### config.mk
export PLATFORM = sky130hd
export DESIGN_NAME = bdcr_cfg
export DESIGN_NICKNAME = d
export VERILOG_FILES = /design/src/box_downsample_contrast_remap_macros.svh /design/src/bdcr_pkg.sv /design/src/bdcr_cfg.sv
export SDC_FILE = /design/constraint.sdc
export NUM_CORES = 1
export LEC_CHECK = 0
export ABC_CLOCK_PERIOD_IN_PS = 800
export BUFFER_PORTS_ARGS = -buffer_cell sky130_fd_sc_hd__buf_2
export CELL_PAD_IN_SITES_DETAIL_PLACEMENT = 1
export CELL_PAD_IN_SITES_GLOBAL_PLACEMENT = 1
export CORE_ASPECT_RATIO = 0.75
export CORE_MARGIN = 4
export CORE_UTILIZATION = 27
export CTS_CLUSTER_DIAMETER = 60
export DETAILED_ROUTE_END_ITERATION = 7
export PLACE_DENSITY_LB_ADDON = 0.25
export SYNTH_ARGS = -nofsm -noshare
export SYNTH_HDL_FRONTEND = slang
export SYNTH_SLANG_ARGS = --single-unit
### constraint.sdc
create_clock -name clk_i -period 0.8 [get_ports clk_i]
set_input_delay 0.12 -clock clk_i [delete_from_list [all_inputs] [get_ports clk_i]]
set_output_delay 0.12 -clock clk_i [all_outputs]
set_load 0.05 [all_outputs]
### src/box_downsample_contrast_remap_macros.svh
// assertion macros for the box downsample contrast remap block
// used by the top level; expects clk_i and rst_ni in scope
`ifndef BOX_DOWNSAMPLE_CONTRAST_REMAP_MACROS_SVH
`define BOX_DOWNSAMPLE_CONTRAST_REMAP_MACROS_SVH

// same-cycle implication
`define BDCR_ASSERT_IMPL(label, ante, cons, msg) \
  label: assert property (@(posedge clk_i) disable iff (!rst_ni) (ante) |-> (cons)) \
    else $error(msg);

// next-cycle implication
`define BDCR_ASSERT_NEXT(label, ante, cons, msg) \
  label: assert property (@(posedge clk_i) disable iff (!rst_ni) (ante) |=> (cons)) \
    else $error(msg);

`endif

### src/bdcr_pkg.sv
// shared types, register codes and the level remap function
// no dependencies
package bdcr_pkg;

  localparam int unsigned CH_W  = 8;
  localparam int unsigned SUM_W = 12;
  localparam int unsigned LW_W  = 13;

  localparam logic [LW_W-1:0] LINE_WIDTH_RESET = 13'd4096;
  localparam logic [CH_W-1:0] MIN_LEVEL_RESET  = 8'd0;
  localparam logic [CH_W-1:0] MAX_LEVEL_RESET  = 8'd255;

  typedef enum logic [1:0] {
    REG_LINE_WIDTH = 2'd0,
    REG_MIN_LEVEL  = 2'd1,
    REG_MAX_LEVEL  = 2'd2
  } bdcr_reg_e;

  // per-pixel position flags from the position tracker
  typedef struct packed {
    logic in_range;
    logic restart;
    logic emit;
    logic row_end;
  } bdcr_pix_info_t;

  // stage status seen by the top level
  typedef struct packed {
    logic valid;
    logic emit;
  } bdcr_stage_status_t;

  // mean * (max - min) / 256 + min, division truncating toward zero
  function automatic logic [CH_W-1:0] remap_level(input logic [CH_W-1:0] mean,
                                                  input logic [CH_W-1:0] min_lvl,
                                                  input logic [CH_W-1:0] max_lvl);
    logic signed [9:0]  span;
    logic signed [17:0] prod;
    logic signed [17:0] adj;
    logic signed [17:0] quo;
    span = $signed({2'b00, max_lvl}) - $signed({2'b00, min_lvl});
    prod = 18'($signed({1'b0, mean})) * 18'(span);
    adj  = prod[17] ? (prod + 18'sd255) : prod;
    quo  = adj >>> 8;
    return min_lvl + quo[CH_W-1:0];
  endfunction

endpackage

### src/bdcr_cfg.sv
// apb register file: line width, min and max level
// depends on bdcr_pkg
module bdcr_cfg (
  input  logic                     clk_i,
  input  logic                     rst_ni,
  input  logic                     psel,
  input  logic                     penable,
  input  logic                     pwrite,
  input  logic [3:0]               paddr,
  input  logic [31:0]              pwdata,
  output logic [31:0]              prdata,
  output logic                     pready,
  output logic [bdcr_pkg::LW_W-1:0] line_width_o,
  output logic [bdcr_pkg::CH_W-1:0] min_level_o,
  output logic [bdcr_pkg::CH_W-1:0] max_level_o
);
  import bdcr_pkg::*;

  logic [LW_W-1:0] line_width_q;
  logic [CH_W-1:0] min_level_q;
  logic [CH_W-1:0] max_level_q;
  logic            wr_en;
  bdcr_reg_e       reg_sel;

  assign pready  = 1'b1;
  assign wr_en   = psel && penable && pwrite;
  assign reg_sel = bdcr_reg_e'(paddr[3:2]);

  always_ff @(posedge clk_i or negedge rst_ni) begin
    if (!rst_ni) begin
      line_width_q <= LINE_WIDTH_RESET;
      min_level_q  <= MIN_LEVEL_RESET;
      max_level_q  <= MAX_LEVEL_RESET;
    end else if (wr_en) begin
      case (reg_sel)
        REG_LINE_WIDTH: line_width_q <= pwdata[LW_W-1:0];
        REG_MIN_LEVEL:  min_level_q  <= pwdata[CH_W-1:0];
        REG_MAX_LEVEL:  max_level_q  <= pwdata[CH_W-1:0];
        default: ;
      endcase
    end
  end

  always_comb begin
    case (reg_sel)
      REG_LINE_WIDTH: prdata = 32'(line_width_q);
      REG_MIN_LEVEL:  prdata = 32'(min_level_q);
      REG_MAX_LEVEL:  prdata = 32'(max_level_q);
      default:        prdata = 32'd0;
    endcase
  end

  assign line_width_o = line_width_q;
  assign min_level_o  = min_level_q;
  assign max_level_o  = max_level_q;

endmodule

==> results.cfg, run 1 <==
[run_status]
status = finished, violations left
violations = negative setup slack

[flow_run]
max_cap_viol_count = 0

[timing]
finalClockSkew_ns = 0
fin_hold_ws_ns = 0.0727
setup_slack_ns = -0.536
hold_violations = 0
setup_violations = 71
tns_ns = -18.50
layout_min_cycle_time_ns = 1.34
rsz0062_at_grt = true
finalMaxSlewViolations = 0
fmax_ghz = 0.748
fin_crit_sh_pct = 167

[logic_synthesis]
async_reset_ff_share_pct = 100
synth_area_leaders = dfrtp_1 (33%), mux2_2 (22%), dfstp_2 (16%), buf_4 (11%), mux2i_1 (5.3%)
synthMuxAreaShare_pct = 27.2
synthCells = 119
yosysMostFrequentCell = mux2_2
netlist.area_leader.share_pct = 33.4
ys_types = 17
synth_ff_type = dfrtp_1
yosysWarnings = 0
synthAdderAreaFrac_pct = 0
synth_commonest_cells = mux2_2 (29), buf_4 (21), dfrtp_1 (20)
synth_xor_area_share_pct = 0
synth-compound-area-share_pct = 2.67
syn_area_um2 = 1500
synth_edf_count = 0
synthSimpleGateAreaFrac_pct = 8.60
synth_top_family_by_area = multiplexers
ys_ff_latch = 29
post-synth-top-area-cell = dfrtp_1
yosysSeqAreaShare_pct = 49.2
syn_area_per_cell_um2 = 12.6

[floorplan]
io_pins = 103
die_h_um = 72.5
start_util_pct = 28.0
die_area_um2 = 6820
num_rows = 23
coreArea_um2 = 5350
die_w_um = 94

[grt]
grt_pass1_vias = 1529
track_usage_pct = 15.7
grt.overflow.total = 0
grt_max_degree = 30
grt_pass1_wl_um = 8060
antenna_found_initial = 0

[power_and_ir_drop]
vdd.ir_drop.worst_mv = 1.80
p_switching_mw = 3.68
power_leakage_nw = 1.45
power_density_nw_per_um2 = 2820
pwr-share-clk_pct = 13.2
p_sw_share_pct = 41.6
pwr-share-comb_pct = 61.6
total_power_mw = 8.86
internal_power_mw = 5.17
seq_power_share_pct = 25.2

[setup_path]
rrSetupSlack_ns = -0.21
arrival_ns = 1.22
path_class = flop to output port
required_ns = 0.68
start_kind = flop
worstPathMaxFanout = 2
end_kind = output port
rr_worst_depth = 3

[drt]
ant_nets = 0
vias_per_cell = 4.16
first_iter_violations = 26
wl_per_cell_um = 16.8
num_vias = 1307
drcViolationCount = 0
dr.pass1.iters = 4
wirelength_um = 5270

[clock_network]
clk_path_buf_depth = 2
cts_sinks = 29
clk_pin_slew_worst_paths_ns = 0.07
htree_levels = 2
cts_tree = done
numCtsBuffers = 5
clk_latency_ns = 0.27
ctsRootBufferMaster = clkbuf_8

[place]
port_buffers = 61
gp_congestion = 0.699
hpwl_um = 3690
pre_cts_slack_ns = -0.493

[hold_path]
hold_depth = 2
hold_class = input port to flop

[final_layout]
antenna_cells = 0
area_growth_pct = 109
nNetsFinal = 279
drive_gt1_share_pct = 81.6
fin_util_pct = 58.6
==> layout make-up <==
type,instances,area [um2]
multi-input cells,84,900
fillers,544,2220
well taps,75,93.8
flip-flops and latches,29,748
clock buffers,8,80.1
repair buffers,118,1320
==> registers in the layout (all words and copies together) (netlist names) <==
| signal | count |
|---|---|
| min_level_o | 8 |
| line_width_o | 13 |
| max_level_o | 8 |
==> repair_timing <==
| item | 4_1_cts | 5_1_grt |
|---|---|---|
| endpoints found under the setup margin | 71 | 71 |
| resized for setup | 144 | 29 |
| cloned | 0 | 0 |
| hold endpoints to repair | 27 | 0 |
| pin swaps | 11 | 0 |
| buffers inserted | 14 | 14 |
| hold buffers | 1 | 0 |
==> layer usage <==
layer | share of wire, % | GRT usage (%)
met1 | 39 | 17.7
met2 | 56 | 29.9
met3 | 4.3 | 3.32
met4 | 0.74 | 4.33
met5 | 0 | 0
==> worst paths after layout <==
path                                               from                      endpoint
setup / recovery             max_level_o[0]$_DFFE_PN1P_                     prdata[0]
hold / removal                                pwdata[9]   line_width_o[9]$_DFFE_PN0P_
setup reg to reg           line_width_o[10]$_DFFE_PN0P_  line_width_o[10]$_DFFE_PN0P_
hold reg to reg              min_level_o[3]$_DFFE_PN0P_    min_level_o[3]$_DFFE_PN0P_
max in group asynchronous                        rst_ni    max_level_o[0]$_DFFE_PN1P_
min in group asynchronous                        rst_ni    min_level_o[2]$_DFFE_PN0P_
==> power by group through the flow <==
stage / Clock (mW) / Combinational, mW / Sequential [mW]
after floorplan: 0 / 1.48 / 3.44
after global placement: 0 / 3.72 / 2.15
after detailed placement: 0 / 3.79 / 2.19
after CTS: 1.20 / 5.08 / 2.21
after global routing: 1.26 / 5.67 / 2.28
final: 1.17 / 5.46 / 2.23
==> cells by family (layout without fill, tap and decap cells) <==
family | after synthesis | in the layout
and+or+nand+nor | 19 | 19
DFF | 29 | 29
other | 2 | 20
muxes | 37 | 37
AOI/OAI and AO/OA | 8 | 8
buffers and inverters | 24 | 126
==> layout by cell type (no fill, tap or decap), drive strengths merged <==
cell type / netlist / layout
and2: 5 / 5
buf: 23 / 117
clkbuf: 1 / 8
conb: 2 / 20
dfrtp: 20 / 20
dfstp: 9 / 9
dlygate4sd3: 0 / 1
mux2: 29 / 29
mux2i: 8 / 8
nand2: 8 / 8
nand3: 1 / 1
nor2: 1 / 1
nor2b: 1 / 1
nor3: 1 / 1
nor3b: 2 / 2
o21ai: 8 / 8
==> worst max-delay path: stages, from the launching register on <==
cell	delay, ns
dfstp_2	0.55
mux2i_2	0.09
o21ai_4	0.14
buf_6	0.17
==> stage by stage <==
| stage | instance area (um2) | instances |
|---|---|---|
| 6_report | 3140 | 314 |
| 4_1_cts | 2980 | 306 |
| 5_1_grt | 3140 | 314 |
| 3_5_place_dp | 2320 | 287 |
| 3_3_place_gp | 2320 | 287 |
| 2_1_floorplan | 1820 | 137 |
Power figures use the tool's default switching activity.
==> run 2, diff against run 1 <==
Settings changed: CORE_ASPECT_RATIO 0.75 to not set, CORE_MARGIN 4 to 1.5.
==> results.cfg, run 2 (synthesis results as in run 1) <==
[power_and_ir_drop]
power_density_nw_per_um2 = 2900
power_leakage_nw = 1.41
vdd.ir_drop.worst_mv = 1.66
total_power_mw = 8.85

[drt]
vias_per_cell = 4.24
ant_nets = 0
first_iter_violations = 23
wl_per_cell_um = 16.5
drcViolationCount = 0
wirelength_um = 4990
dr.pass1.iters = 3
num_vias = 1280

[timing]
setup_violations = 70
fin_crit_sh_pct = 166
setup_slack_ns = -0.531
fmax_ghz = 0.752
finalClockSkew_ns = 0
rsz0062_at_grt = true
finalMaxSlewViolations = 0
layout_min_cycle_time_ns = 1.33
hold_violations = 0
tns_ns = -17.51

[floorplan]
die_h_um = 77.5
start_util_pct = 28.6
coreArea_um2 = 5240
num_rows = 26
io_pins = 103
die_w_um = 77.5
die_area_um2 = 6000

[grt]
grt.overflow.total = 0
grt_pass1_vias = 1489
track_usage_pct = 17.3
antenna_found_initial = 0
grt_pass1_wl_um = 7870
grt_max_degree = 30

[setup_path]
start_kind = flop
critPathMaxStageDelay_ns = 0.55
rrSetupSlack_ns = -0.22
path_class = flop to output port
required_ns = 0.68
worstPathMaxFanout = 2
slowest_stage = dfstp_2
arrival_ns = 1.21
cp_cell_sequence = mux2i_2 > o21ai_4 > buf_8
end_kind = output port

[clock_network]
numCtsBuffers = 5
clk_path_buf_depth = 2
htree_levels = 2
ctsRootBufferMaster = clkbuf_8
clk_latency_ns = 0.28
clk_pin_slew_worst_paths_ns = 0.06
cts_tree = done
cts_sinks = 29

[final_layout]
fin_util_pct = 58.2
area_growth_pct = 103
multi_input_area_um2 = 875
regArea_um2 = 748
antenna_cells = 0
final_common_cell = buf_6
final_cell_mix = buf_6 (45), buf_8 (32), mux2_4 (20), conb_1 (20), buf_4 (17)
fillers = 534
nNetsFinal = 272
drive_gt1_share_pct = 82.3
largest_register_ffs = 13

[place]
port_buffers = 61
pre_cts_slack_ns = -0.455
gp_congestion = 0.707
hpwl_um = 3430

[hold_path]
hold_class = input port to flop

[run_status]
status = finished, violations left
violations = negative setup slack

[flow_run]
max_cap_viol_count = 0
## run 2: changes by cell type in the layout (fill, tap and decap cells not counted), sizes merged
cell / change
clkbuf: -1
buf: -7
clkinv: +1
## run 2: per-layer routing
layer  vias to the layer above  track usage, %  share of wire [%]
li1                        593               -                  -
met4                         0            4.36               0.80
met3                         5            5.76                6.6
met2                        51            32.3                 55
met5                         -               0                  0
met1                       631            18.5                 38
## run 2: final timing paths
path,to,from,cells after the start
worst min register to register,line_width_o[8]$_DFFE_PN0P_,line_width_o[8]$_DFFE_PN0P_,1
max in group asynchronous,max_level_o[4]$_DFFE_PN1P_,rst_ni,3
worst max-delay path,prdata[5],max_level_o[5]$_DFFE_PN1P_,3
min in group asynchronous,line_width_o[1]$_DFFE_PN0P_,rst_ni,3
worst min-delay path,line_width_o[8]$_DFFE_PN0P_,pwdata[8],2
worst max register to register,line_width_o[2]$_DFFE_PN0P_,line_width_o[2]$_DFFE_PN0P_,3
## run 2: final cells by class
class	instances	area share, %
repair buffers	111	40.5
well taps	70	2.87
clock inverters	1	0.164
flip-flops and latches	29	24.6
multi-input cells	84	28.7
clock buffers	7	3.16
## run 2: stage by stage
| step | cell area [um2] | instances | hold slack, ns |
|---|---|---|---|
| after floorplan | 1820 | 137 | -0.176 |
| after detailed placement | 2300 | 282 | 0.0891 |
| final | 3050 | 302 | 0.0697 |
| after global routing | 3050 | 302 | 0.0748 |
| after CTS | 2940 | 298 | 0.0611 |
| after global placement | 2300 | 282 | 0.0807 |
## run 2: critical path, delay by kind of cell, from the launching register on
kind                   cells  cell delay, ns
buffers and inverters      1            0.16
DFF                        1            0.55
AOI/OAI and AO/OA          1            0.14
muxes                      1            0.08
## run 2: where the power goes
| group | switching, mW | leakage (nW) | internal (mW) |
|---|---|---|---|
| registers | 0.304 | 0.329 | 1.91 |
| logic | 2.77 | 1.03 | 2.53 |
| clock network | 0.556 | 0.0542 | 0.776 |
## run 2: what timing repair did
action                                 in CTS  in global routing
pin swaps                                  10                  0
hold buffers                                1                  0
setup endpoints to repair                  71                 70
endpoints found under the hold margin      23                  0
buffers inserted                            8                 11
gates resized for setup                   138                 26
==> run 3, diff against run 2 <==
Settings changed: CTS_BUF_LIST set to sky130_fd_sc_hd__clkbuf_16.
==> results.cfg, run 3 (synthesis results as in run 1) <==
[power_and_ir_drop]
power_leakage_nw = 1.45
total_power_mw = 9.37
vdd.ir_drop.worst_mv = 2.12
power_density_nw_per_um2 = 3000

[drt]
ant_nets = 0
vias_per_cell = 4.25
wl_per_cell_um = 17.3
wirelength_um = 5230
dr.pass1.iters = 3
num_vias = 1283
first_iter_violations = 25
drcViolationCount = 0

[grt]
grt_pass1_wl_um = 8140
grt_pass1_vias = 1503
track_usage_pct = 18.2
grt_max_degree = 30
antenna_found_initial = 0
grt.overflow.total = 0

[timing]
setup_violations = 70
layout_min_cycle_time_ns = 1.33
hold_violations = 0
finalMaxSlewViolations = 0
finalClockSkew_ns = 0
fmax_ghz = 0.751
fin_crit_sh_pct = 166
tns_ns = -17.27
setup_slack_ns = -0.531
rsz0062_at_grt = true

[floorplan]
die_w_um = 77.5
num_rows = 26
start_util_pct = 28.6
die_area_um2 = 6000
coreArea_um2 = 5240
die_h_um = 77.5
io_pins = 103

[setup_path]
critPathMaxStageDelay_ns = 0.55
arrival_ns = 1.21
slowest_stage = dfstp_2
worstPathMaxFanout = 2
cp_cell_sequence = mux2i_2 > o21ai_4 > buf_8
end_kind = output port
path_class = flop to output port
start_kind = flop
required_ns = 0.68

[flow_run]
max_cap_viol_count = 0

[final_layout]
final_cell_mix = buf_6 (52), buf_8 (33), mux2_4 (25)
drive_gt1_share_pct = 81.5
stdcell_area_um2 = 3120
area_growth_pct = 109
multi_input_area_um2 = 893
largest_register_ffs = 13
antenna_cells = 0
final_common_cell = buf_6
nNetsFinal = 272
regArea_um2 = 748
fillers = 534

[place]
gp_congestion = 0.707
place_area_um2 = 2300
port_buffers = 61
hpwl_um = 3430

[clock_network]
cts_tree = done
ctsRootBufferMaster = clkbuf_16
htree_levels = 2
clk_latency_ns = 0.27
clk_path_buf_depth = 2
clk_pin_slew_worst_paths_ns = 0.05
cts_sinks = 29
numCtsBuffers = 5

[run_status]
violations = negative setup slack
status = finished, violations left

[hold_path]
hold_class = input port to flop
run 3: layer usage:
layer / wire length, um / up-vias / track usage, %
met1: 2030 / 638 / 19.8
li1: - / 589 / -
met3: 310 / 6 / 5.53
met4: 78 / 0 / 6.55
met5: 0 / - / 0
met2: 2810 / 50 / 33.0
run 3: cell type report:
type                       instances  area share (%)
clock inverter                     3           0.401
sequential                        29            24.0
multi-input combinational         84            28.6
timing repair buffer             111            40.2
clock buffer                       5            4.01
tap                               70            2.80
run 3: stage by stage:
step / setup WS, ns / hold slack, ns / utilization (%) / std cells
floorplan: -0.512 / -0.176 / - / 137
global placement: -0.416 / 0.0807 / 44.0 / 282
detailed placement: -0.455 / 0.0891 / 44.0 / 282
CTS: -0.533 / 0.0714 / 57.0 / 296
global route: -0.567 / 0.0860 / 59.6 / 302
finish: -0.531 / 0.0768 / 59.6 / 302
run 3: critical path, delay by kind of cell, from the launching register on:
| kind | cells | cell delay, ns |
|---|---|---|
| flops | 1 | 0.55 |
| buf+inv | 1 | 0.16 |
| compound gates | 1 | 0.13 |
| mux | 1 | 0.09 |
run 3: path summary, 6_finish.rpt:
path,end,cells after the start,slack [ns],start
worst min-delay path,line_width_o[8]$_DFFE_PN0P_,2,0.08,pwdata[8]
worst max-delay path,prdata[5],3,-0.53,max_level_o[5]$_DFFE_PN1P_
worst max register to register,line_width_o[2]$_DFFE_PN0P_,3,-0.22,line_width_o[2]$_DFFE_PN0P_
max in group asynchronous,max_level_o[0]$_DFFE_PN1P_,3,0.23,rst_ni
min in group asynchronous,line_width_o[1]$_DFFE_PN0P_,3,0.34,rst_ni
worst min register to register,line_width_o[10]$_DFFE_PN0P_,1,0.55,line_width_o[10]$_DFFE_PN0P_
run 3: timing repair:
| action | CTS | global route |
|---|---|---|
| endpoints found under the hold margin | 20 | 0 |
| pin swaps | 10 | 2 |
| resized for setup | 145 | 35 |
| setup buffers | 6 | 16 |
| endpoints found under the setup margin | 71 | 71 |
| hold buffers | 1 | 0 |
run 3: where the power goes:
part,internal [mW],switching [mW],total (mW),leakage (nW)
logic,2.58,2.77,5.35,1.05
registers,1.92,0.321,2.24,0.329
clock network,1.12,0.657,1.78,0.0687
