==> config.mk <==
export PLATFORM = sky130hd
export DESIGN_NAME = bdcr_pos
export DESIGN_NICKNAME = d
export VERILOG_FILES = /design/src/box_downsample_contrast_remap_macros.svh /design/src/bdcr_pkg.sv /design/src/bdcr_pos.sv
export SDC_FILE = /design/constraint.sdc
export NUM_CORES = 1
export LEC_CHECK = 0
export ABC_AREA = 1
export BUFFER_PORTS_ARGS = -buffer_cell sky130_fd_sc_hd__buf_2
export CAP_MARGIN = 10
export CORE_MARGIN = 3
export CORE_UTILIZATION = 50
export CTS_CLUSTER_DIAMETER = 50
export DETAILED_ROUTE_END_ITERATION = 10
export GPL_ROUTABILITY_DRIVEN = 0
export PLACE_DENSITY = 0.74
export SLEW_MARGIN = 20
export SYNTH_ARGS = -nofsm -noshare
export SYNTH_HDL_FRONTEND = slang
export SYNTH_SLANG_ARGS = --single-unit
==> constraint.sdc <==
create_clock -name clk_i -period 2.82 [get_ports clk_i]
set_clock_uncertainty 0.2 [all_clocks]
set_input_delay 0.141 -clock clk_i [delete_from_list [all_inputs] [get_ports clk_i]]
set_output_delay 0.141 -clock clk_i [all_outputs]
set_load 0.005 [all_outputs]
==> src/box_downsample_contrast_remap_macros.svh <==
// assertion macros for the box downsample contrast remap block
// used by the top level; expects clk_i and rst_ni in scope
`ifndef BOX_DOWNSAMPLE_CONTRAST_REMAP_MACROS_SVH
`define BOX_DOWNSAMPLE_CONTRAST_REMAP_MACROS_SVH

// same-cycle implication
`define BDCR_ASSERT_IMPL(label, ante, cons, msg) \
  label: assert property (@(posedge clk_i) disable iff (!rst_ni) (ante) |-> (cons)) \
    else $error(msg);

// next-cycle implication
`define BDCR_ASSERT_NEXT(label, ante, cons, msg) \
  label: assert property (@(posedge clk_i) disable iff (!rst_ni) (ante) |=> (cons)) \
    else $error(msg);

`endif

==> src/bdcr_pkg.sv <==
// shared types, register codes and the level remap function
// no dependencies
package bdcr_pkg;

  localparam int unsigned CH_W  = 8;
  localparam int unsigned SUM_W = 12;
  localparam int unsigned LW_W  = 13;

  localparam logic [LW_W-1:0] LINE_WIDTH_RESET = 13'd4096;
  localparam logic [CH_W-1:0] MIN_LEVEL_RESET  = 8'd0;
  localparam logic [CH_W-1:0] MAX_LEVEL_RESET  = 8'd255;

  typedef enum logic [1:0] {
    REG_LINE_WIDTH = 2'd0,
    REG_MIN_LEVEL  = 2'd1,
    REG_MAX_LEVEL  = 2'd2
  } bdcr_reg_e;

  // per-pixel position flags from the position tracker
  typedef struct packed {
    logic in_range;
    logic restart;
    logic emit;
    logic row_end;
  } bdcr_pix_info_t;

  // stage status seen by the top level
  typedef struct packed {
    logic valid;
    logic emit;
  } bdcr_stage_status_t;

  // mean * (max - min) / 256 + min, division truncating toward zero
  function automatic logic [CH_W-1:0] remap_level(input logic [CH_W-1:0] mean,
                                                  input logic [CH_W-1:0] min_lvl,
                                                  input logic [CH_W-1:0] max_lvl);
    logic signed [9:0]  span;
    logic signed [17:0] prod;
    logic signed [17:0] adj;
    logic signed [17:0] quo;
    span = $signed({2'b00, max_lvl}) - $signed({2'b00, min_lvl});
    prod = 18'($signed({1'b0, mean})) * 18'(span);
    adj  = prod[17] ? (prod + 18'sd255) : prod;
    quo  = adj >>> 8;
    return min_lvl + quo[CH_W-1:0];
  endfunction

endpackage

==> src/bdcr_pos.sv <==
// source position tracker: column and row phase counters, block flags
// depends on bdcr_pkg
module bdcr_pos #(
  parameter int unsigned MAX_WIDTH = 4096,
  localparam int unsigned AW = $clog2(MAX_WIDTH / 4)
) (
  input  logic                       clk_i,
  input  logic                       rst_ni,
  input  logic                       accept_i,
  input  logic                       frame_start_i,
  input  logic [bdcr_pkg::LW_W-1:0]  line_width_i,
  output logic [AW-1:0]              block_idx_o,
  output bdcr_pkg::bdcr_pix_info_t   info_o
);
  import bdcr_pkg::*;

  localparam int unsigned CW = $clog2(MAX_WIDTH);
  localparam int unsigned WW = CW + 1;
  localparam int unsigned EW = (WW > LW_W) ? WW : LW_W;

  logic [CW-1:0] col_q, col_d, col_cur;
  logic [1:0]    phase_q, phase_d, phase_cur;
  logic [EW-1:0] lw_ext;
  logic [EW-1:0] w_ext;
  logic [WW-1:0] w;
  logic [WW-1:0] blk4;
  logic [WW-1:0] col_nxt;
  logic [WW-3:0] last_blk;
  logic [WW-3:0] cur_blk;

  // clamp the width to 4..MAX_WIDTH
  always_comb begin
    lw_ext = EW'(line_width_i);
    if (lw_ext < EW'(4)) begin
      w_ext = EW'(4);
    end else if (lw_ext > EW'(MAX_WIDTH)) begin
      w_ext = EW'(MAX_WIDTH);
    end else begin
      w_ext = lw_ext;
    end
    w        = w_ext[WW-1:0];
    blk4     = {w[WW-1:2], 2'b00};
    last_blk = w[WW-1:2] - (WW-2)'(1);
  end

  always_comb begin
    col_cur   = frame_start_i ? '0 : col_q;
    phase_cur = frame_start_i ? '0 : phase_q;
    cur_blk   = (WW-2)'(col_cur[CW-1:2]);
    info_o.in_range = WW'(col_cur) < blk4;
    info_o.restart  = (phase_cur == 2'd0) && (col_cur[1:0] == 2'd0);
    info_o.emit     = (phase_cur == 2'd3) && (col_cur[1:0] == 2'd3);
    info_o.row_end  = cur_blk == last_blk;
    block_idx_o     = col_cur[AW+1:2];
    col_nxt = WW'(col_cur) + WW'(1);
    if (col_nxt >= w) begin
      col_d   = '0;
      phase_d = phase_cur + 2'd1;
    end else begin
      col_d   = col_nxt[CW-1:0];
      phase_d = phase_cur;
    end
  end

  always_ff @(posedge clk_i or negedge rst_ni) begin
    if (!rst_ni) begin
      col_q   <= '0;
      phase_q <= '0;
    end else if (accept_i) begin
      col_q   <= col_d;
      phase_q <= phase_d;
    end
  end

endmodule

==> impl_results.md, run 1 <==
- Status: finished, violations left
- Failing checks: negative setup slack
- Num CTS Buffers: 3
- Final min period: about 3100 ps
- Die X: 69.26 um
- Period utilization: 1.082
- Starting density of the core: 0.5305
- Final nets: 407
- Grt ovf: 0
- Reg-to-Reg Start: col_q[1]
- Mapped Nets: 338
- Root buf cell: clkbuf_8
- IO Pins: 31
- Worst setup startpoint: col_q[1]
- PnR worst setup slack: -231.4 ps
- LEAKAGE: 1.424 nW
- Worst min-delay path class: input pin to async pin
- Pwr dens: 261.8 mW/mm2
- CTS Buffer Depth: 2
- Synth Instances: 293
- Clk pwr share: 0.286
- H-tree depth: 1
- Placement Setup Slack: -272.1 ps
- Total track usage: 0.2232
- Final Cell Area: 0.002620 mm2
- Cell Rows: 22
- Clk_lat worst skew: about 250 ps
- Fin Hold WS: between 100 and 150 ps
- Worst EP arrival: 2990 ps
- Wire per inst: 12.57 um
- Worst Setup Path Type: flip-flop to flip-flop
- Worst VDD drop: 0.0002996 V
- Netlist cell types: 39
- Vias after detailed routing: 2157
- CP Launch Type: flip-flop
- Final setup fails: 14
- Largest net degree at the start of global routing: 29
- Critical Path Sink Type: flip-flop
- CTS sink count: 14
- Post-Synthesis Mean Instance Area: 6.828 um2
- Detail Route Antenna Nets: 0
- IO Port Bufs: 30
- Via-per-instance ratio: 5.274
- Max_cap viols: 0
- DR pass1 iterations: 4
- Syn. warnings: 0
- Mapped Area: between 0.002 and 0.0025 mm2
- Sequential share of power: 0.317
- Global-route wire length before repair: 8825 um
- Vias in the first global route: between 1500 and 2000
- Share of cells above drive strength 1: 0.3186
- CTS tree: yes
- Endpoints failing hold: 0
- Most frequent cells in the layout: 49 x nand2_1, 39 x buf_4, 35 x inv_1
- Antenna violations before repair: 0
- Critical Path Fanout Max: 3
- Hpwl dp: about 4200 um
- Slew HR: 0.5388
- Pint: between 0.4 and 0.5 mW
- Fillers: 319
- Fraction of registers with async set/reset: 1.000
- Crit-path slowest cell: dfrtp_1
- Leading cell type in the layout, fill and taps excluded: nand2_1
- Dpl cell area: 0.002471 mm2
- Psw: approximately 0.23 mW
- Fmax: around 0.33 GHz
- Total power: 0.6858 mW
- Drt total wl: 5140 um
- RSZ-0062 raised after global routing: yes
- Die area: 0.004796 mm2
- Post-synth EDFFs: 0
- Area of the core: around 0.0038 mm2
- Fin. max-slew vios: 0
- Combinational power share: 0.396
- Final design utilization: 0.6948
- Register area share after synthesis: 0.1751
- Switch share: 0.3423
- Die height: just under 70 um
- DRT iter0 DRCs: 111
- Antenna diode count: 0
- Worst-margin pin slew: 682.8 ps
- Synthesis-stage register bit count: 14
- Max stage delay on crit path: 350 ps
- Worst path cell trace: inv_2 > nor2_4 > ha_4 > nand2_2 > nor2_4 > nand4_1 > nor2_2 > nand3_2 > xnor2_1 > ha_1 > nand2_1 > nor2_1 > nand2_1 > or3_1 > nand3_2 > buf_6 > nand2_2 > xor2_1
- Crit path required time: 2760 ps
- Area Overhead vs Synth: 30.96%
- DRC: 0
- Synth Flop Type: dfrtp_1
- Clock slew at reported path FFs: 60 ps
==> registers in the layout (all words and copies together) (netlist names) <==
name     flops
col_q       12
phase_q      2
==> cell usage after synthesis, drive strengths merged, types with 2 or more instances <==
cell	n	area share
a21oi	15	0.043
buf	5	0.026
clkbuf	3	0.0056
dfrtp	14	0.18
ha	28	0.18
inv	40	0.075
nand2	60	0.14
nand3	32	0.085
nand4	6	0.019
nor2	35	0.073
nor3	3	0.016
nor4	2	0.0063
o21ai	24	0.062
o31ai	2	0.0075
or2	2	0.0063
xnor2	7	0.031
xor2	8	0.035
==> worst max-delay path, delay by kind of cell (launching register included) <==
family	cells	cell delay (ps)
AND/OR/NAND/NOR	12	1390
adder cells (fa/ha/maj)	2	470
flip-flops	1	350
XOR/XNOR	2	340
buffers and inverters	2	180
==> logic make-up (layout without fill, tap and decap cells) <==
kind of cell             count (synthesis)  in the layout  share of synthesized area
AO/OA/AOI/OAI                           44             44                     0.1238
XOR/XNOR                                15             15                    0.06567
adder cells (fa/ha/maj)                 28             28                     0.1751
buffers and inverters                   49            117                     0.1082
flip-flops                              14             14                     0.1751
AND/OR/NAND/NOR                        143            143                     0.3521
==> layer usage <==
metal / GRT usage / vias to the layer above / part of all wire
met4: 0.06508 / 0 / 0.015
met3: 0.02754 / 10 / 0.052
li1: - / 1106 / -
met5: 0 / - / 0
met1: 0.3140 / 989 / 0.46
met2: 0.3570 / 52 / 0.47
==> power groups by stage <==
stage | Sequential (mW) | Clock, mW | Combinational [mW]
floorplan | 0.219 | 0 | 0.175
global placement | 0.220 | 0 | 0.250
detailed placement | 0.221 | 0 | 0.257
CTS | 0.218 | 0.202 | 0.264
global route | 0.219 | 0.213 | 0.307
finish | 0.218 | 0.196 | 0.272
==> path summary, 6_finish.rpt <==
kind	endpoint	cells past startpoint	slack [ps]
max	phase_q[0]	18	-230
min	phase_q[0]	2	120
max reg2reg	phase_q[0]	18	-230
min reg2reg	col_q[8]	2	350
max in group asynchronous	col_q[8]	2	2050
min in group clk_i	col_q[5]	2	150
==> repair_timing <==
| action | 4_1_cts | 5_1_grt |
|---|---|---|
| pin swaps | 3 | 2 |
| setup endpoints to repair | 14 | 16 |
| buffers inserted | 1 | 3 |
| gates cloned | 0 | 0 |
| endpoints found under the hold margin | 14 | 0 |
| hold buffers | 1 | 0 |
| gates resized for setup | 11 | 9 |
==> stage by stage <==
step           TNS, ps  cells
6_report         -2240    409
5_1_grt          -5565    409
3_3_place_gp     -2230    400
3_5_place_dp     -2749    400
4_1_cts          -1807    406
2_1_floorplan   -898.1    293
==> final cells by class <==
class	instances	area, um2	share of cell area
multi-input cells	230	1520	0.5802
repair buffers	72	475.5	0.1815
flip-flops and latches	14	350.3	0.1337
inverters	41	158.9	0.06065
well taps	48	60.06	0.02292
clock buffers	4	55.05	0.02101
(Power assumes the default switching activity.)
==> run 2: changes to the inputs <==
- ABC_AREA: 1 -> 0
- PLACE_DENSITY: 0.74 -> 0.72
- clock period: 2.82 -> 3.42 ns (I/O delays scaled with it)
==> impl_results.md, run 2 <==
- Drt total wl: 4984 um (-3.0%)
- Area of the core: 0.003744 mm2 (-0.73%)
- Worst path cell trace: buf_2 > or4_1 > nor2_2 > a21oi_1 > or2_1 > ha_2 > or3b_4 > mux2i_1 > a2bb2oi_1 > o22a_1 > nand4_1 > nor4_2 > buf_2
- Post-Synthesis Mean Instance Area: 7.830 um2 (+15%)
- Die area: 0.004736 mm2 (-1.3%)
- CTS sink count: 14 (unchanged)
- Area Overhead vs Synth: 16.17%
- Global-route wire length before repair: 8217 um (-6.9%)
- Worst EP arrival: 2810 ps (-180 ps)
- Fin. max-slew vios: 0 (unchanged)
- Top post-synthesis cells by count: 28 x ha_1, 24 x nor2_1, 17 x inv_1, 15 x nand2_1
- Register area share after synthesis: 0.1776 (+0.002443)
- IO Pins: 31 (unchanged)
- Largest register FFs: 12 (unchanged)
- Top-area cell type share of the netlist area: 0.1776 (+0.002443)
- Via-per-instance ratio: 5.812 (+10%)
- Syn. warnings: 0 (unchanged)
- Fmax: 0.3145 GHz
- Final nets: 334 (-18%)
- Worst setup startpoint: line_width_i[5]
- Antenna violations before repair: 0 (unchanged)
- DRT iter0 DRCs: 167 (+50%)
- Bufs and invs on worst path: 2 (unchanged)
- Most frequent cells in the layout: 30 x buf_2, 27 x ha_1, 23 x nor2_1
- Mapped Nets: 297 (-12%)
- Antenna diode count: 0 (unchanged)
- Post-synth EDFFs: 0 (unchanged)
- IO Port Bufs: 30 (unchanged)
- Dpl cell area: 0.002230 mm2 (-9.8%)
- Clock slew at reported path FFs: 50 ps (about the same)
- LEAKAGE: 1.120 nW (-21%)
- Setup TNS: 0 ps (+2240 ps)
- Final min period: 3180 ps
- Max_cap viols: 0 (unchanged)
- Detail Route Antenna Nets: 0 (unchanged)
- Synthesis-stage register bit count: 14 (unchanged)
- Pwr dens: 203.9 mW/mm2 (-22%)
- Num CTS Buffers: 3 (unchanged)
- Worst Setup Path Type: input pin to primary output
- CTS Buffer Depth: 2 (unchanged)
- Most instantiated library cell after synthesis: ha_1
- RSZ-0062 raised after global routing: no
- Die height: 68.82 um (-0.63%)
- Most used cell, CP: buf_2
- Synth Instances: 252 (-14%)
- Synth Flop Type: dfrtp_1
- Reg with most FFs: col_q
- Total track usage: 0.2286 (+0.005351)
- Netlist cell types: 55 (+41%)
- Final setup fails: 0 (-14)
- Crit-path slowest cell: or4_1
- Worst VDD drop: 0.0002264 V (-24%)
- CP Launch Type: input pin
- Grt ovf: 0 (unchanged)
- DR pass1 iterations: 4 (unchanged)
- Status: completed
- Hpwl dp: 4096 um (-3.1%)
- Clk_lat worst skew: 250 ps (about the same)
- Worst-margin pin slew: 619.4 ps (-63.39 ps)
- Slew HR: 0.5833 (+0.04441)
- Period utilization: 0.9299
- GR Layer Usage met1: 0.3390 (+0.02496)
- Vias after detailed routing: 1947 (-9.7%)
- Regs by FF count: col_q x12, phase_q x2
- Critical Path Sink Type: primary output
- Crit path required time: 3050 ps (+290 ps)
- Final Cell Area: 0.002292 mm2 (-13%)
- Global Route met3 Usage: 0.03079 (+0.003258)
- Share of cells above drive strength 1: 0.2265 (-0.09208)
- Die X: 68.82 um (-0.63%)
- Worst min-delay path class: input pin to flip-flop
- Grt peak-use layer: met2
- Root buf cell: clkbuf_8
- Endpoints failing hold: 0 (unchanged)
- DRC: 0 (unchanged)
- Largest area contributor in the netlist: dfrtp_1
- Wire per inst: 14.88 um (+18%)
- Largest net degree at the start of global routing: 24 (-17%)
- CTS tree: yes
- Mapped Area: 0.001973 mm2 (-1.4%)
- Max stage delay on crit path: 560 ps (+210 ps)
- Fraction of registers with async set/reset: 1.000 (unchanged)
- Leading cell type in the layout, fill and taps excluded: buf_2
- Critical Path Fanout Max: 8 (+5)
- Reg-to-Reg Start: col_q[0]
- H-tree depth: 1 (unchanged)
- Starting density of the core: 0.5271 (-0.003452)
- Cell Rows: 22 (unchanged)
- Hold Path Origin: frame_start_i
- M2 GR Usage: 0.3611 (+0.004153)
- Top delay family on crit path: simple AND/OR/NAND/NOR gates
- Vias in the first global route: 1733 (-12%)
- Area contributors post-synth: dfrtp_1 18%, ha_1 18%, nor2_1 4.6%
==> run 2: changes by cell type in the layout (fill, tap and decap cells not counted), sizes merged, moves of 4 or more <==
cell	before	now
o22ai	1	8
a21oi	15	10
nor2b	0	9
buf	71	45
nand2b	0	7
nor2	35	24
nand2	60	15
nand3	32	14
o21ai	24	7
inv	40	20
and3	0	4
nor4	2	7
==> run 2: cell families (layout without fill, tap and decap cells) <==
| logic type | count (synthesis) | in the layout | synth area share |
|---|---|---|---|
| multiplexers | 4 | 4 | 0.02156 |
| buffers and inverters | 34 | 69 | 0.07165 |
| flip-flops | 14 | 14 | 0.1776 |
| adder cells (fa/ha/maj) | 28 | 28 | 0.1776 |
| AND/OR/NAND/NOR | 102 | 102 | 0.2822 |
| XOR/XNOR | 18 | 18 | 0.08371 |
| AO/OA/AOI/OAI | 52 | 52 | 0.1858 |
==> run 2: path summary, 6_finish.rpt <==
check | slack (ps) | end | cells after the start
hold / removal | 110 | col_q[3] | 2
hold reg to reg | 320 | phase_q[1] | 1
max in group asynchronous | 2630 | col_q[5] | 2
setup reg to reg | 280 | col_q[3] | 14
min in group asynchronous | 150 | phase_q[1] | 2
setup / recovery | 240 | info_o[0] | 13
==> run 2: metal layers <==
metal / wire length (um) / vias to the layer above
li1: - / 988
met1: 2468 / 898
met2: 2197 / 52
met3: 279 / 9
met4: 39 / 0
met5: 0 / -
==> run 2: layout make-up <==
cell class | count | area (um2)
Sequential cell | 14 | 350.3
Inverter | 20 | 75.07
Multi-Input combinational cell | 204 | 1493
Clock buffer | 3 | 41.29
Fill cell | 362 | 1451
Timing Repair Buffer | 46 | 272.8
Tap cell | 48 | 60.06
==> run 2: where the power goes <==
| group | total (mW) | internal, mW | switching [mW] |
|---|---|---|---|
| Combinational | 0.155 | 0.0644 | 0.0909 |
| Sequential | 0.177 | 0.172 | 0.00420 |
| Clock | 0.135 | 0.0780 | 0.0574 |
| Total | 0.467 | 0.315 | 0.153 |
==> run 2: metrics by stage <==
step	power, mW	setup slack (ps)	util	hold WS, ps	cells
finish	0.4674	239.9	0.6123	108.9	335
global placement	0.3313	184.6	0.5956	-112.8	331
CTS	0.4684	162.9	0.6093	79.71	335
detailed placement	0.3322	170.8	0.5956	-116.0	331
floorplan	0.2826	116.7	-	-324.6	252
global route	0.5017	4.757	0.6123	114.1	335
==> run 2: worst register-to-register path: stages, from the launching register on <==
cell and delay (ps):
dfrtp_1 340, inv_1 50, nor2_1 140, ha_1 200, nand4_1 80, nor3_1 220
buf_4 160, xor2_1 210, ha_1 280, a21oi_1 150, nor2b_1 50, o21ai_0 210
a31o_2 240, nand3_1 190, o32ai_1 310
==> run 2: timing repair <==
action,in CTS,in global routing
setup buffers,0,0
hold buffers,1,0
endpoints found under the hold margin,14,0
setup endpoints to repair,0,4
gates resized for setup,0,3
==> run 3: changes to the inputs <==
- CORE_UTILIZATION: 50 -> 58
- PLACE_DENSITY: 0.72 -> 0.81
==> impl_results.md, run 3 (synthesis gave the netlist of run 2 again) <==
- Status: completed
- Final min period: 3184 ps (+4.401 ps)
- Critical Path Fanout Max: 8 (unchanged)
- Die area: 0.004138 mm2 (-13%)
- Total track usage: 0.2705 (+0.04188)
- Largest register FFs: 12 (unchanged)
- Setup TNS: 0 ps (unchanged)
- Psw: 0.1509 mW (-1.1%)
- Starting density of the core: 0.6258 (+0.09872)
- CTS Buffer Depth: 2 (unchanged)
- Reg with most FFs: col_q
- Endpoints failing hold: 0 (unchanged)
- Area of the core: 0.003153 mm2 (-16%)
- Regs by FF count: col_q x12, phase_q x2
- Switch share: 0.3331 (+0.006738)
- DR pass1 iterations: 5 (+1)
- Clk_lat worst skew: 280 ps (+30 ps)
- Flop-to-flop setup slack: 280 ps (about the same)
- Via-per-instance ratio: 5.961 (+2.6%)
- Post-CTS Setup Inserts: 0 (unchanged)
- Slew HR: 0.6230 (+0.03977)
- Crit path required time: 3050 ps (about the same)
- Vias after detailed routing: 1979 (+1.6%)
- CTS tree: yes
- Drt total wl: 5154 um (+3.4%)
- Vias in the first global route: 2011 (+16%)
- Critical Path Sink Type: primary output
- Period utilization: 0.9311 (+0.001287)
- Area Overhead vs Synth: 16.42%
- Final setup fails: 0 (unchanged)
- Leading cell type in the layout, fill and taps excluded: buf_2
- Die height: 64.33 um (-6.5%)
- Global-route wire length before repair: 9004 um (+9.6%)
- Max_cap viols: 0 (unchanged)
- Root buf cell: clkbuf_4
- LEAKAGE: 1.119 nW (about the same)
- H-tree depth: 1 (unchanged)
- Dpl cell area: 0.002225 mm2 (-0.22%)
- Final design utilization: 0.7286 (+0.1163)
- IO Pins: 31 (unchanged)
- Clk pwr share: 0.260 (-0.030)
- Hpwl dp: 4147 um (+1.2%)
- Antenna violations before repair: 0 (unchanged)
- Largest net degree at the start of global routing: 24 (unchanged)
- Combinational power share: 0.351 (+0.019)
- DRT iter0 DRCs: 97 (-42%)
- Worst VDD drop: 0.0003390 V (+50%)
- Final Cell Area: 0.002297 mm2 (+0.22%)
- CTS sink count: 14 (unchanged)
- Placement Setup Slack: 168.0 ps (-2.769 ps)
- DRC: 0 (unchanged)
- Cell Rows: 20 (-9.1%)
- Detail Route Antenna Nets: 0 (unchanged)
- Worst Setup Path Type: input pin to primary output
- Die X: 64.33 um (-6.5%)
- Antenna diode count: 0 (unchanged)
- Share of cells above drive strength 1: 0.2396 (+0.01310)
- Reg-to-Reg Start: col_q[3]
- Non-filler instance count after layout: 332 (-0.90%)
- PnR worst setup slack: 235.5 ps (-4.401 ps)
- Worst EP arrival: 2810 ps (about the same)
- Placed Instances: 327 (-1.2%)
- Wire per inst: 15.52 um (+4.3%)
- Final nets: 334 (unchanged)
- Worst-margin pin slew: 560.3 ps (-59.11 ps)
- Worst min-delay path class: input pin to async pin
- Clock slew at reported path FFs: 80 ps (+30 ps)
- Most frequent cells in the layout: 30 x buf_2, 27 x ha_1, 23 x nor2_1
- CP Launch Type: input pin
- Pwr dens: 197.2 mW/mm2 (-3.3%)
- Reg-to-reg critical path endpoint: col_q[10]
- Num CTS Buffers: 3 (unchanged)
- Fmax: 0.3140 GHz (-0.14%)
- Worst reg-to-reg path cell count: 12 (-2)
- IO Port Bufs: 30 (unchanged)
- Sequential share of power: 0.389 (+0.011)
- RSZ-0062 raised after global routing: no
- Pint: 0.3021 mW (-4.0%)
- Grt ovf: 0 (unchanged)
- Fin. max-slew vios: 0 (unchanged)
==> run 3: cell count changes in the layout (fill, tap and decap cells not counted), sizes merged <==
cell | before | now
clkbuf | 3 | 4
==> run 3: power groups by stage <==
stage	registers, mW	logic (mW)	clock network [mW]
finish	0.176	0.159	0.118
global route	0.177	0.180	0.128
CTS	0.176	0.156	0.119
detailed placement	0.180	0.154	0
global placement	0.179	0.150	0
floorplan	0.179	0.104	0
==> run 3: worst max path at each step <==
stage	start	cells after the start	end	slack, ps
detailed placement	line_width_i[5]	13	info_o[0]	170
floorplan	frame_start_i	14	col_q[3]	120
CTS	col_q[3]	12	col_q[10]	120
finish	line_width_i[6]	13	info_o[0]	240
global route	col_q[3]	12	col_q[10]	2
global placement	line_width_i[6]	13	info_o[0]	220
==> run 3: through the flow <==
stage | power (mW) | hold WS (ps)
2_1_floorplan | 0.2826 | -324.6
3_3_place_gp | 0.3295 | -121.0
3_5_place_dp | 0.3340 | -121.6
4_1_cts | 0.4512 | 108.7
5_1_grt | 0.4856 | 118.1
6_report | 0.4530 | 109.1
==> run 3: routing by layer <==
layer,GRT usage,routed length [um],up-vias,part of all wire
met5,0,0,-,0
met3,0.04569,294,10,0.057
met4,0.08971,80,0,0.016
met1,0.3509,2370,907,0.46
li1,-,-,990,-
met2,0.4523,2408,72,0.47
==> run 3: critical path, stage by stage <==
cell and delay (ps):
buf_2 160, or2_4 190, nor2_2 70, a21oi_1 130
or2_1 150, ha_2 290, or3b_4 420, or4_4 460
xnor2_2 140, o22a_1 150, nand4_1 120, nor4_2 220
buf_2 150
==> run 3: what timing repair did <==
item / 4_1_cts / 5_1_grt
gates resized for setup: 0 / 6
endpoints found under the hold margin: 14 / 0
endpoints found under the setup margin: 0 / 14
hold buffers: 1 / 0
==> run 3: layout make-up <==
class                   count  area, um2
flip-flops and latches     14      350.3
inverters                  20      75.07
multi-input cells         204       1508
repair buffers             46      272.8
fillers                   286      855.8
well taps                  44      55.05
clock buffers               4      36.28
